File: config.mk
export PLATFORM = sky130hd
export DESIGN_NAME = utf8_to_utf16_transcoder
export DESIGN_NICKNAME = d
export VERILOG_FILES = /design/src/design/utf8u16_pkg.sv /design/src/design/utf8_to_utf16_transcoder.sv
export SDC_FILE = /design/constraint.sdc
export NUM_CORES = 1
export LEC_CHECK = 0
export ABC_AREA = 1
export BUFFER_PORTS_ARGS = -buffer_cell sky130_fd_sc_hd__buf_2
export CORE_ASPECT_RATIO = 1.2
export CORE_UTILIZATION = 30
export DETAILED_ROUTE_END_ITERATION = 10
export PLACE_DENSITY = 0.48
export SETUP_SLACK_MARGIN = 0.15
export SLEW_MARGIN = 30
export SYNTH_ARGS = -nofsm -noshare
export SYNTH_HDL_FRONTEND = slang
export SYNTH_SLANG_ARGS = --single-unit
File: constraint.sdc
create_clock -name aclk -period 10.74 [get_ports aclk]
set_clock_uncertainty 0.05 [all_clocks]
set_input_delay 0.537 -clock aclk [delete_from_list [all_inputs] [get_ports aclk]]
set_output_delay 0.537 -clock aclk [all_outputs]
set_load 0.01 [all_outputs]
File: src/design/utf8u16_pkg.sv
// Shared types and constants of the UTF-8 to UTF-16 transcoder.
// Used by the top level and by its port checker; depends on nothing else.
package utf8u16_pkg;

    localparam logic [1:0] STOP_NONE      = 2'd0;
    localparam logic [1:0] STOP_INVALID   = 2'd1;
    localparam logic [1:0] STOP_FULL      = 2'd2;
    localparam logic [1:0] STOP_TRUNCATED = 2'd3;

    localparam logic KIND_DATA   = 1'b0;
    localparam logic KIND_MARKER = 1'b1;

    localparam logic REG_BIG_ENDIAN = 1'b0;
    localparam logic REG_CAPACITY   = 1'b1;

    localparam logic [31:0] CP_HIGH_LOW_END  = 32'h0000_d7ff;
    localparam logic [31:0] CP_SURR_END      = 32'h0000_dfff;
    localparam logic [31:0] CP_BMP_END       = 32'h0000_ffff;
    localparam logic [31:0] CP_MAX           = 32'h0010_ffff;
    localparam logic [31:0] CP_SUPP_BASE     = 32'h0001_0000;
    localparam logic [5:0]  SURR_HIGH_PREFIX = 6'b110110;
    localparam logic [5:0]  SURR_LOW_PREFIX  = 6'b110111;

    function automatic logic [2:0] seq_length(input logic [7:0] lead);
        logic [2:0] len;
        if (lead < 8'he0) begin
            len = (lead < 8'h80) ? 3'd1 : 3'd2;
        end else if (lead < 8'hf8) begin
            len = (lead < 8'hf0) ? 3'd3 : 3'd4;
        end else begin
            len = (lead < 8'hfc) ? 3'd5 : 3'd6;
        end
        return len;
    endfunction

endpackage

File: src/design/utf8_to_utf16_transcoder.sv
// Top level of the UTF-8 to UTF-16 transcoder: decoder, state and output serializer.
// Depends on utf8u16_pkg.
//
// The block takes one UTF-8 byte per s_ beat and produces one result per m_ beat. An accepted
// byte is decoded in the cycle it is taken; its results (0, 2 or 4 data bytes, plus an end
// marker when s_tlast is set) are loaded into a small output buffer that is drained one beat per
// cycle while m_tready is high. A new byte is taken in the cycle the buffer drains its last beat
// or while the buffer is empty, so the buffer never holds the results of two bytes at once: the
// output serializer sets the rate at which bytes are taken.
// After reset the byte order is big endian and the output capacity is 65535 bytes.
module utf8_to_utf16_transcoder #(
    parameter int COUNT_WIDTH = 16
) (
    input  logic        aclk,
    input  logic        aresetn,
    input  logic        s_tvalid,
    output logic        s_tready,
    input  logic [7:0]  s_tdata,    // [7:0] in_byte
    input  logic        s_tlast,    // end_of_string
    output logic        m_tvalid,
    input  logic        m_tready,
    output logic [31:0] m_tdata,    // [7:0] out_byte, [9:8] stop_reason, [25:10] total_bytes
    output logic [0:0]  m_tuser,    // [0] kind
    output logic        m_tlast,    // last
    input  logic        cfg_valid,
    output logic        cfg_ready,
    input  logic [0:0]  cfg_index,
    input  logic [15:0] cfg_data
);

    localparam int CmpW = ((COUNT_WIDTH > 16) ? COUNT_WIDTH : 16) + 1;

    logic                   big_endian_reg;
    logic [15:0]            capacity_reg;
    logic [31:0]            acc_reg, acc_next;
    logic [2:0]             remain_reg, remain_next;
    logic [COUNT_WIDTH-1:0] count_reg, count_next;
    logic                   stopped_reg, stopped_next;
    logic [1:0]             cause_reg, cause_next;

    logic [7:0]             byte_reg [4];
    logic [2:0]             left_reg;
    logic [1:0]             pos_reg;
    logic                   marker_reg;
    logic [1:0]             reason_reg;
    logic [COUNT_WIDTH-1:0] total_reg;

    logic [7:0]             new_bytes [4];
    logic [2:0]             new_ndata;
    logic [1:0]             new_reason;
    logic [COUNT_WIDTH-1:0] new_total;

    logic                   accept;
    logic                   out_fire;
    logic [2:0]             data_left;
    logic                   beat_is_marker;
    logic [15:0]            total16;

    always_comb begin
        logic [2:0]  len;
        logic        fin;
        logic [2:0]  n;
        logic [31:0] v;
        logic [15:0] unit0, unit1;
        logic [CmpW-1:0] sum;

        len          = utf8u16_pkg::seq_length(s_tdata);
        fin          = 1'b0;
        n            = 3'd0;
        v            = acc_reg;
        unit0        = 16'd0;
        unit1        = 16'd0;
        sum          = '0;
        acc_next     = acc_reg;
        remain_next  = remain_reg;
        count_next   = count_reg;
        stopped_next = stopped_reg;
        cause_next   = cause_reg;
        new_ndata    = 3'd0;
        new_reason   = utf8u16_pkg::STOP_NONE;

        if (!stopped_reg) begin
            if (remain_reg == 3'd0) begin
                if (CmpW'(count_reg) >= CmpW'(capacity_reg)) begin
                    stopped_next = 1'b1;
                    cause_next   = utf8u16_pkg::STOP_FULL;
                end else begin
                    acc_next    = {24'd0, s_tdata & (8'hff >> len)};
                    remain_next = len - 3'd1;
                    fin         = (len == 3'd1);
                end
            end else begin
                acc_next    = {acc_reg[25:0], s_tdata[5:0]};
                remain_next = remain_reg - 3'd1;
                fin         = (remain_reg == 3'd1);
            end

            if (fin) begin
                if (acc_next <= utf8u16_pkg::CP_HIGH_LOW_END) begin
                    n = 3'd2;
                end else if (acc_next <= utf8u16_pkg::CP_SURR_END) begin
                    n = 3'd0;
                end else if (acc_next <= utf8u16_pkg::CP_BMP_END) begin
                    n = 3'd2;
                end else if (acc_next <= utf8u16_pkg::CP_MAX) begin
                    n = 3'd4;
                end else begin
                    n = 3'd0;
                end
                sum = CmpW'(count_reg) + CmpW'(n);
                if (n == 3'd0) begin
                    stopped_next = 1'b1;
                    cause_next   = utf8u16_pkg::STOP_INVALID;
                end else if (sum > CmpW'(capacity_reg)) begin
                    stopped_next = 1'b1;
                    cause_next   = utf8u16_pkg::STOP_FULL;
                end else begin
                    new_ndata  = n;
                    count_next = COUNT_WIDTH'(count_reg + COUNT_WIDTH'(n));
                    if (n == 3'd4) begin
                        v     = acc_next - utf8u16_pkg::CP_SUPP_BASE;
                        unit0 = {utf8u16_pkg::SURR_HIGH_PREFIX, v[19:10]};
                        unit1 = {utf8u16_pkg::SURR_LOW_PREFIX, v[9:0]};
                    end else begin
                        unit0 = acc_next[15:0];
                    end
                end
            end
            if (stopped_next) begin
                remain_next = 3'd0;
            end
        end

        new_bytes[0] = big_endian_reg ? unit0[15:8] : unit0[7:0];
        new_bytes[1] = big_endian_reg ? unit0[7:0]  : unit0[15:8];
        new_bytes[2] = big_endian_reg ? unit1[15:8] : unit1[7:0];
        new_bytes[3] = big_endian_reg ? unit1[7:0]  : unit1[15:8];
        new_total    = (new_ndata != 3'd0) ? COUNT_WIDTH'(count_reg + COUNT_WIDTH'(1))
                                           : count_reg;

        if (s_tlast) begin
            if (stopped_next) begin
                new_reason = cause_next;
            end else if (remain_next != 3'd0) begin
                new_reason = utf8u16_pkg::STOP_TRUNCATED;
            end
        end
    end

    assign data_left      = left_reg - {2'd0, marker_reg};
    assign beat_is_marker = marker_reg && (left_reg == 3'd1);
    assign m_tvalid       = (left_reg != 3'd0);
    assign out_fire       = m_tvalid && m_tready;
    assign s_tready       = (left_reg == 3'd0) || ((left_reg == 3'd1) && m_tready);
    assign accept         = s_tvalid && s_tready;
    assign cfg_ready      = 1'b1;
    assign total16        = 16'(total_reg);

    assign m_tdata = {6'd0, total16,
                      beat_is_marker ? reason_reg : utf8u16_pkg::STOP_NONE,
                      beat_is_marker ? 8'd0 : byte_reg[pos_reg]};
    assign m_tuser = beat_is_marker ? utf8u16_pkg::KIND_MARKER : utf8u16_pkg::KIND_DATA;
    assign m_tlast = (left_reg == 3'd1);

    always_ff @(posedge aclk) begin
        if (!aresetn) begin
            big_endian_reg <= 1'b1;
            capacity_reg   <= 16'hffff;
            acc_reg        <= '0;
            remain_reg     <= '0;
            count_reg      <= '0;
            stopped_reg    <= 1'b0;
            cause_reg      <= utf8u16_pkg::STOP_NONE;
            left_reg       <= '0;
            pos_reg        <= '0;
            marker_reg     <= 1'b0;
        end else begin
            if (cfg_valid && cfg_ready) begin
                unique case (cfg_index)
                    utf8u16_pkg::REG_BIG_ENDIAN: big_endian_reg <= cfg_data[0];
                    utf8u16_pkg::REG_CAPACITY:   capacity_reg   <= cfg_data;
                    default: ;
                endcase
            end

            if (accept) begin
                if (s_tlast) begin
                    acc_reg     <= '0;
                    remain_reg  <= '0;
                    count_reg   <= '0;
                    stopped_reg <= 1'b0;
                    cause_reg   <= utf8u16_pkg::STOP_NONE;
                end else begin
                    acc_reg     <= acc_next;
                    remain_reg  <= remain_next;
                    count_reg   <= count_next;
                    stopped_reg <= stopped_next;
                    cause_reg   <= cause_next;
                end
                left_reg   <= new_ndata + {2'd0, s_tlast};
                pos_reg    <= '0;
                marker_reg <= s_tlast;
            end else if (out_fire) begin
                left_reg <= left_reg - 3'd1;
                pos_reg  <= pos_reg + 2'd1;
            end
        end
    end

    always_ff @(posedge aclk) begin
        if (accept) begin
            byte_reg   <= new_bytes;
            reason_reg <= new_reason;
            total_reg  <= new_total;
        end else if (out_fire && (data_left >= 3'd2)) begin
            total_reg <= COUNT_WIDTH'(total_reg + COUNT_WIDTH'(1));
        end
    end

endmodule

## Yosys cells after proc, flatten, opt, wreduce, memory -nomap -nowiden

Index checks and enable logic that the tools add are counted.

- Bits in registers: 127
- Bits of input ports: 31
- Output and inout port bits: 37
- Word-level logic and storage cells: 147

- $add $sub $neg: 11
- Magnitude comparators: 13
- Eq/ne operators: 7
- Shift operators: 1
- Muxes and demuxes: 75
- Bitwise operators: 4
- Reductions and logical operators: 20

Operators with widths:

| kind | count |
|---|---|
| 2-to-1 mux 16 bit | 18 |
| 2-to-1 mux 32 bit | 5 |
| less-or-equal comparator 32 x 16 -> 1 bit (second input constant) | 3 |
| 2-to-1 mux 3 bit | 20 |
| 2-to-1 mux 8 bit | 7 |
| less-than comparator 8 bit (second input constant) | 5 |
| adder 16 x 1 -> 16 bit (second input constant) | 2 |
| less-or-equal comparator 32 x 21 -> 1 bit (second input constant) | 1 |
| 2-to-1 mux 2 bit | 12 |
| subtractor 20 x 17 -> 20 bit (second input constant) | 1 |
| adder 16 x 3 -> 17 bit | 1 |
| > comparator 17 x 16 -> 1 bit | 1 |
| adder 16 x 3 -> 16 bit | 1 |
| binary-select mux 8 bit (select 2 bit) | 1 |
| greater-or-equal comparator 16 bit | 1 |
| 2-to-1 mux 1 bit | 12 |
| == test 3 x 1 -> 1 bit (second input constant) | 3 |
| logical NOT 3 bit | 3 |
| nonzero test 3 bit | 3 |
| subtractor 3 x 1 -> 3 bit (second input constant) | 3 |
| bitwise AND 8 bit | 1 |
| >> shifter 8 x 3 -> 8 bit (first input constant) | 1 |
| inequality test 2 bit (second input constant) | 3 |
| AND reduction 2 bit | 3 |
| 13 further kinds | 20 |

## Logic depth before layout (Yosys ltp)

Gate-level depths: netlist of the first run.

- Depth after elaboration: 27
- Mapped depth: 46
- Mapped depth without buffers: 45

## Least setup slack after synthesis of the first run

No wires, ideal clock.

- Kind: reg-to-reg
- Start: register count_reg[11]
- End: register byte_reg[25] (netlist bit), data pin
- Setup time: 148 ps
- Data arrival time: 5924 ps
- Required time: 10542 ps
- Setup slack: 4617 ps
- Stages on the path, launching flop included: 40
- Buffers on the path: 2
- Period minus slack after synthesis: 6123 ps
- Cell sequence: dfxtp_1 ha_1 nand2_1 inv_1 nand2_1 nand2_1 a21oi_1 nand2_2 nand2_2 buf_6 o22ai_1 inv_1 ha_1 nand3_1 nor2_1 nand2_1 nor2_1 nand3_2 [4 not listed] nor3_1 nand3_1 nor2_1 nand2_1 nor3_1 nand3_1 nor3_1 xor2_1 ha_1 nand4_1 nor4_1 nand2_1 a211oi_4 nand2_4 nand2_8 buf_12 o211ai_2 mux2i_1

RTL lines:

| item | RTL line | source |
|---|---|---|
| start: declaration | utf8_to_utf16_transcoder.sv:37 | `logic [COUNT_WIDTH-1:0] count_reg, count_next;` |
| start signal: assignment | utf8_to_utf16_transcoder.sv:196 | `count_reg <= count_next;` |
| end signal: assignment | utf8_to_utf16_transcoder.sv:212 | `byte_reg <= new_bytes;` |
| end: declaration | utf8_to_utf16_transcoder.sv:41 | `logic [7:0] byte_reg [4];` |

==> results of run 1 <==
## worst max-delay path by stage
stage / from / slack, ns / to / depth (start not counted)
floorplan: count_reg[11]$_SDFFE_PN0P_ / 4.62 / byte_reg[25]$_DFFE_PP_ / 39
global placement: count_reg[5]$_SDFFE_PN0P_ / 3.21 / byte_reg[27]$_DFFE_PP_ / 37
detailed placement: count_reg[11]$_SDFFE_PN0P_ / 3.03 / byte_reg[27]$_DFFE_PP_ / 35
CTS: count_reg[5]$_SDFFE_PN0P_ / 2.97 / byte_reg[27]$_DFFE_PP_ / 37
global route: count_reg[5]$_SDFFE_PN0P_ / 2.18 / byte_reg[26]$_DFFE_PP_ / 37
finish: count_reg[11]$_SDFFE_PN0P_ / 3.00 / byte_reg[26]$_DFFE_PP_ / 35
## routing by layer
layer  global-route usage, %  up-vias  wire length, µm
met3                   3.181       21              752
met1                   23.45     3068            10760
met2                   25.14       99             9185
li1                        -     3560                -
met4                   5.272        0              278
met5                       0        -                0
## power by group through the flow
stage	Combinational [mW]	Clock, mW	Sequential [mW]
after floorplan	0.420	0	0.702
after global placement	0.607	0	0.705
after detailed placement	0.606	0	0.705
after CTS	0.608	0.546	0.695
after global routing	0.681	0.566	0.709
final	0.599	0.533	0.694
## Yosys cell counts, types with 3 or more instances
cell type  number  area share, %
nand2_1       242             12
inv_1         110            5.3
a21oi_1        96            6.1
nor2_1         86            4.1
dfxtp_1        76             19
nand3_1        73            4.7
o21ai_0        58            3.7
edfxtp_1       50             19
ha_1           46            7.4
clkbuf_1       35            1.7
o211ai_1       26            2.5
xor2_1         16            1.8
nor3_1         12           0.77
nand4_1        11           0.88
xnor2_1        11            1.2
o21ai_1         9           0.58
buf_4           7           0.67
inv_2           6           0.29
nand2_2         5           0.40
o211ai_2        5           0.80
o22ai_1         5           0.40
a22oi_1         4           0.38
a31oi_1         4           0.32
buf_2           4           0.26
buf_6           4           0.58
nand3_2         4           0.51
nor2_2          4           0.32
o21a_1          4           0.38
clkinv_1        3           0.14
nand2_4         3           0.43
o31ai_1         3           0.29
## logic make-up after synthesis
family          share of synthesized area, %
compound gates                         16.18
buf+inv                                9.244
flops                                  38.64
xor+xnor                               3.022
mux                                   0.2559
simple gates                           24.95
fa+ha+maj                              7.612
other cells                          0.09599
## critical path, delay by kind of cell, from the launching register on
family / cells / cell delay (ns)
flip-flops: 1 / 0.50
AND/OR/NAND/NOR: 20 / 3.78
buffers and inverters: 3 / 0.31
XOR/XNOR: 1 / 0.14
AO/OA/AOI/OAI: 6 / 1.35
adder cells (fa/ha/maj): 5 / 1.40
## cell type report
cell class / instances / area [µm²] / area share [%]
tap: 330 / 412.9 / 4.651
multi-input combinational: 751 / 4103 / 46.21
clock buffer: 22 / 474.2 / 5.341
inverter: 119 / 446.7 / 5.031
clock inverter: 10 / 66.31 / 0.7469
timing repair buffer: 67 / 352.8 / 3.974
sequential: 126 / 3023 / 34.05
==> metrics.txt, run 1 <==
Crit Path Max Fanout 27; clk_lat worst skew ~0.42 ns; GR Overflow Total 0; Final Util a little over a third; # fillers roughly 2,800; Hold Buf Count CTS 0; slowest stage cell, crit path dfxtp_1; Placer Congestion ~0.79; core area 25,540 µm²; die area 26,730 µm²; Critical Path RT about 11 ns; Setup TNS 0 ns; PwrDens approximately 210 nW/µm²; postcts setup bufs 0; Finished Layout Cells 1,425; Clk network pwr share between 20% and 30%; Hold Path End capacity_reg[4]$_SDFFE_PN1P_; initial antenna violation count 0; row count 64; Pleak between 3 and 4 nW; Int Power 1.131 mW; I/O Pins 68; Final Total Pwr between 1.5 and 2 mW; sequential share of power between 30% and 40%; final worst slack between 2 and 3 ns; Max Cap Viol 0; design area 8879 µm²; final net count about 1,200; placed cell count about 1,400; Final Max Tran Viols 0; CP Class reg2reg; RR Startpoint count_reg[11]$_SDFFE_PN0P_; Switching Fraction a little under two fifths; n_diodes 0; DR iter-0 viols slightly above 400; Hold Slack roughly 0.28 ns; actual slew at the worst max-slew pin around 0.85 ns; DRC errors left 0; CTS buffer count 17; combinational power share roughly a third; r2r setup slk 3.00 ns; Setup-failing EPs final 0; via count roughly 6,700; Synth async-reset ratio 0%; die height 178.9 µm; CP max stage delay roughly 0.5 ns; post-route minimum period between 7 and 8 ns; # clock sinks about 130; post-DR vias/cell between 4 and 5; crit share post-route slightly above 70%; Worst EP arrival slightly below 8 ns; port buffer count 60; clk slew on worst S/H paths approximately 0.06 ns; Root Driver clkbuf_16; unrepaired setup endpoints after global routing no; Layout area overhead 13.48%; area post-placement between 8000 and 9000 µm²; final hold viol count 0; most common cell after layout, fill and taps aside nand2_1; H-Tree Depth 4; Cells after Synth approximately 1,000; Netlist cell types 47; Yosys warnings 0; Most used DFF post-synth dfxtp_1; VDD IR max just over 100 µV; EDFF count, synth 50; Initial Util 30.63%; vias in the first global route ~6,300; global-route wire length before repair approximately 34 mm; Startpoint Class flop; DRT Pass-1 Iters 5; syn avg cell area between 7 and 8 µm²; GRT Overall Usage ~17%; sequential-to-total area share from yosys stat about two fifths; average routed wire per standard cell 14.72 µm; reg2reg path depth 35; sw power 0.6950 mW; synthesized area about 8000 µm²; Hold Crit Class in2reg; largest net degree at the start of global routing 53; CTS resizes 0; dpl hpwl roughly 15 mm; ratio of cells with drive above 1 in the final layout ~12%; Place WS 3.025 ns; Post-Route WL around 21 mm; Worst setup EP type flop; slew margin rel. between 40% and 50%; run status finished clean; most frequent cells in the layout 242 x nand2_1, 109 x inv_1, 96 x a21oi_1; Hold Startpoint cfg_data[4]; hold depth 3; reg-to-reg critical path endpoint byte_reg[26]$_DFFE_PP_; Die X 149.4 µm; Routed Antenna Nets 0; TritonCTS clock tree built; synthesized flop and latch total approximately 130; maximum root-to-sink buffer count 2; Max Freq ~0.13 GHz
No activity file was read; power rests on OpenSTA's default activity.
==> run 2, diff against run 1 <==
Settings changed: ABC_AREA 1 to 0, PLACE_DENSITY 0.48 to 0.49.
Clock period 10.74 ns to 6.42 ns, I/O delays scaled along.
==> metrics.txt, run 2 <==
run status finished clean; Int Power 1.969 mW; CP bufs+invs 9; initial antenna violation count 0; dpl hpwl about 16 mm; Final Util 39.40%; Yosys warnings 0; Final Max Tran Viols 0; actual slew at the worst max-slew pin about 0.93 ns; post-DR vias/cell slightly above 5; clk_lat worst skew 0.43 ns; synthesized flop and latch total about 130; CP top delay family simple AND/OR/NAND/NOR gates; Setup TNS 0 ns; Hold Buf Count CTS 0; most common cell after layout, fill and taps aside nand2_1; Final Total Pwr 3.033 mW; CP max stage delay between 0.3 and 0.4 ns; TritonCTS clock tree built; Routed Antenna Nets 0; register area 3027 µm²; maximum root-to-sink buffer count 2; final worst slack ~0.38 ns; area of the multi-input gates 4840 µm²; top-area cell type share of the netlist area between 10% and 20%; Metal-1 WL roughly 10 mm; Pleak 4.014 nW; placed cell count 1,262; GR Overflow Total 0; Setup-failing EPs final 0; global-route wire length before repair roughly 36 mm; DRC errors left 0; most used cell, CP buf_4; Finished Layout Cells between 1,000 and 1,500; sequential share of power 38.2%; average routed wire per standard cell roughly 17 µm; final net count 1,057; CTS buffer count 17; Die X between 100 and 150 µm; Layout area overhead 29.24%; VDD IR max 183.5 µV; die area 26,520 µm²; commonest cells in the netlist 107 x nand2_1, 76 x dfxtp_1, 54 x o21ai_0, 50 x edfxtp_1, 50 x nor2b_1; post-route minimum period roughly 6.0 ns; sequential-to-total area share from yosys stat 38.94%; Cells after Synth 860; most frequent cells in the layout 106 x nand2_1, 80 x buf_4, 73 x dfxtp_1; Synth area leaders dfxtp_1 20%, edfxtp_1 19%, ha_1 7.4%; n_diodes 0; largest net degree at the start of global routing 73; DR iter-0 viols 362; Most used DFF post-synth dfxtp_1; unrepaired setup endpoints after global routing no; Startpoint Class flop; Critical Path RT ~6.7 ns; EDFF count, synth 50; via count around 6,800; Crit Path Max Fanout 4; slowest stage cell, crit path fa_2; port buffer count 60; synthesized area around 7800 µm²; combinational power share between 30 and 40%; crit share post-route 94.01%; core area ~25,000 µm²; Netlist cell types 76; GRT Overall Usage 17.71%; syn avg cell area approximately 9.0 µm²; Clk network pwr share about 31%; Worst EP arrival about 6.3 ns; DR WL met3 approximately 900 µm; slew margin rel. between 30 and 40%; vias in the first global route approximately 6,500; area leader, netlist dfxtp_1; Place WS -0.1562 ns; Initial Util 30.48%; # clock sinks between 100 and 150; Hold Crit Class in2reg; Max Freq around 0.17 GHz; uppermost layer routed met4; Placer Congestion between 0.8 and 0.9; met2 routed wirelength 11.38 mm; most frequent cell after synthesis nand2_1; clk slew on worst S/H paths about 0.06 ns; Synth async-reset ratio 0%; final hold viol count 0; Post-Route WL around 23 mm; sw power around 1.1 mW; Switching Fraction 35.08%; Root Driver clkbuf_16; CP Class reg2reg; H-Tree Depth 4; DRT Pass-1 Iters 5; I/O Pins 68; # fillers about 2,600; row count between 60 and 70; Max Cap Viol 0; PwrDens roughly 300 nW/µm²; die height between 150 and 200 µm; ratio of cells with drive above 1 in the final layout 29.03%; Worst setup EP type flop
[run 2: logic make-up (layout without fill, tap and decap cells)]
family                     count (synthesis)  after routing  share of synthesized area (%)
buffers and inverters                     93            220                          5.093
xor gates and xnor gates                  28             28                          3.159
other                                      2              7                        0.09675
muxes                                     18             18                          3.965
AOI/OAI and AO/OA                        223            223                          19.60
adders and majority gates                 47             47                          7.672
and+or+nand+nor                          323            323                          21.47
DFF                                      126            126                          38.94
[run 2: final timing paths]
path | startpoint | endpoint | slack (ns) | cells past startpoint
min reg2reg | cause_reg[1]$_SDFFE_PN0P_ | cause_reg[1]$_SDFFE_PN0P_ | 0.46 | 2
min | cfg_data[10] | capacity_reg[10]$_SDFFE_PN1P_ | 0.07 | 3
max reg2reg | capacity_reg[13]$_SDFFE_PN1P_ | count_reg[3]$_SDFFE_PN0P_ | 0.38 | 35
max | capacity_reg[13]$_SDFFE_PN1P_ | count_reg[3]$_SDFFE_PN0P_ | 0.38 | 35
[run 2: worst reg2reg max path: cells and delay by family, from the launching register on]
kind | cells | cell delay, ns
AO/OA/AOI/OAI | 8 | 1.30
XOR/XNOR | 1 | 0.12
adder cells (fa/ha/maj) | 5 | 1.31
buffers and inverters | 9 | 1.05
flip-flops | 1 | 0.30
AND/OR/NAND/NOR | 12 | 1.80
[run 2: layout make-up]
cell class	count	share of cell area, %
clock buffer	18	4.378
clock inverter	14	1.185
inverter	38	1.422
multi-input combinational	646	48.24
sequential	126	30.17
tap	330	4.116
timing repair buffer	150	10.49
[run 2: per-stage QoR]
| step | hold WS [ns] | instance area, µm² |
|---|---|---|
| after global routing | 0.06141 | 10030 |
| after floorplan | 0.4095 | 7809 |
| after global placement | 0.4440 | 8742 |
| final | 0.06578 | 10030 |
| after CTS | 0.05057 | 9498 |
| after detailed placement | 0.4408 | 8742 |
[run 2: repair_timing]
action / in CTS / in global routing
resized for setup: 15 / 77
setup endpoints to repair: 44 / 58
pin swaps: 13 / 37
setup buffers: 13 / 12
gates cloned: 1 / 2
[run 2: power by group through the flow]
stage / registers (mW) / clock network (mW) / logic, mW
after floorplan: 1.17 / 0 / 0.596
after global placement: 1.18 / 0 / 0.897
after detailed placement: 1.18 / 0 / 0.898
after CTS: 1.16 / 0.949 / 0.934
after global routing: 1.18 / 0.981 / 1.06
final: 1.16 / 0.928 / 0.947
[run 2: per-layer routing]
layer	global-route usage [%]	vias to the layer above
met5	0	-
met4	7.228	0
met3	3.683	31
met2	30.43	136
met1	21.44	3246
li1	-	3355
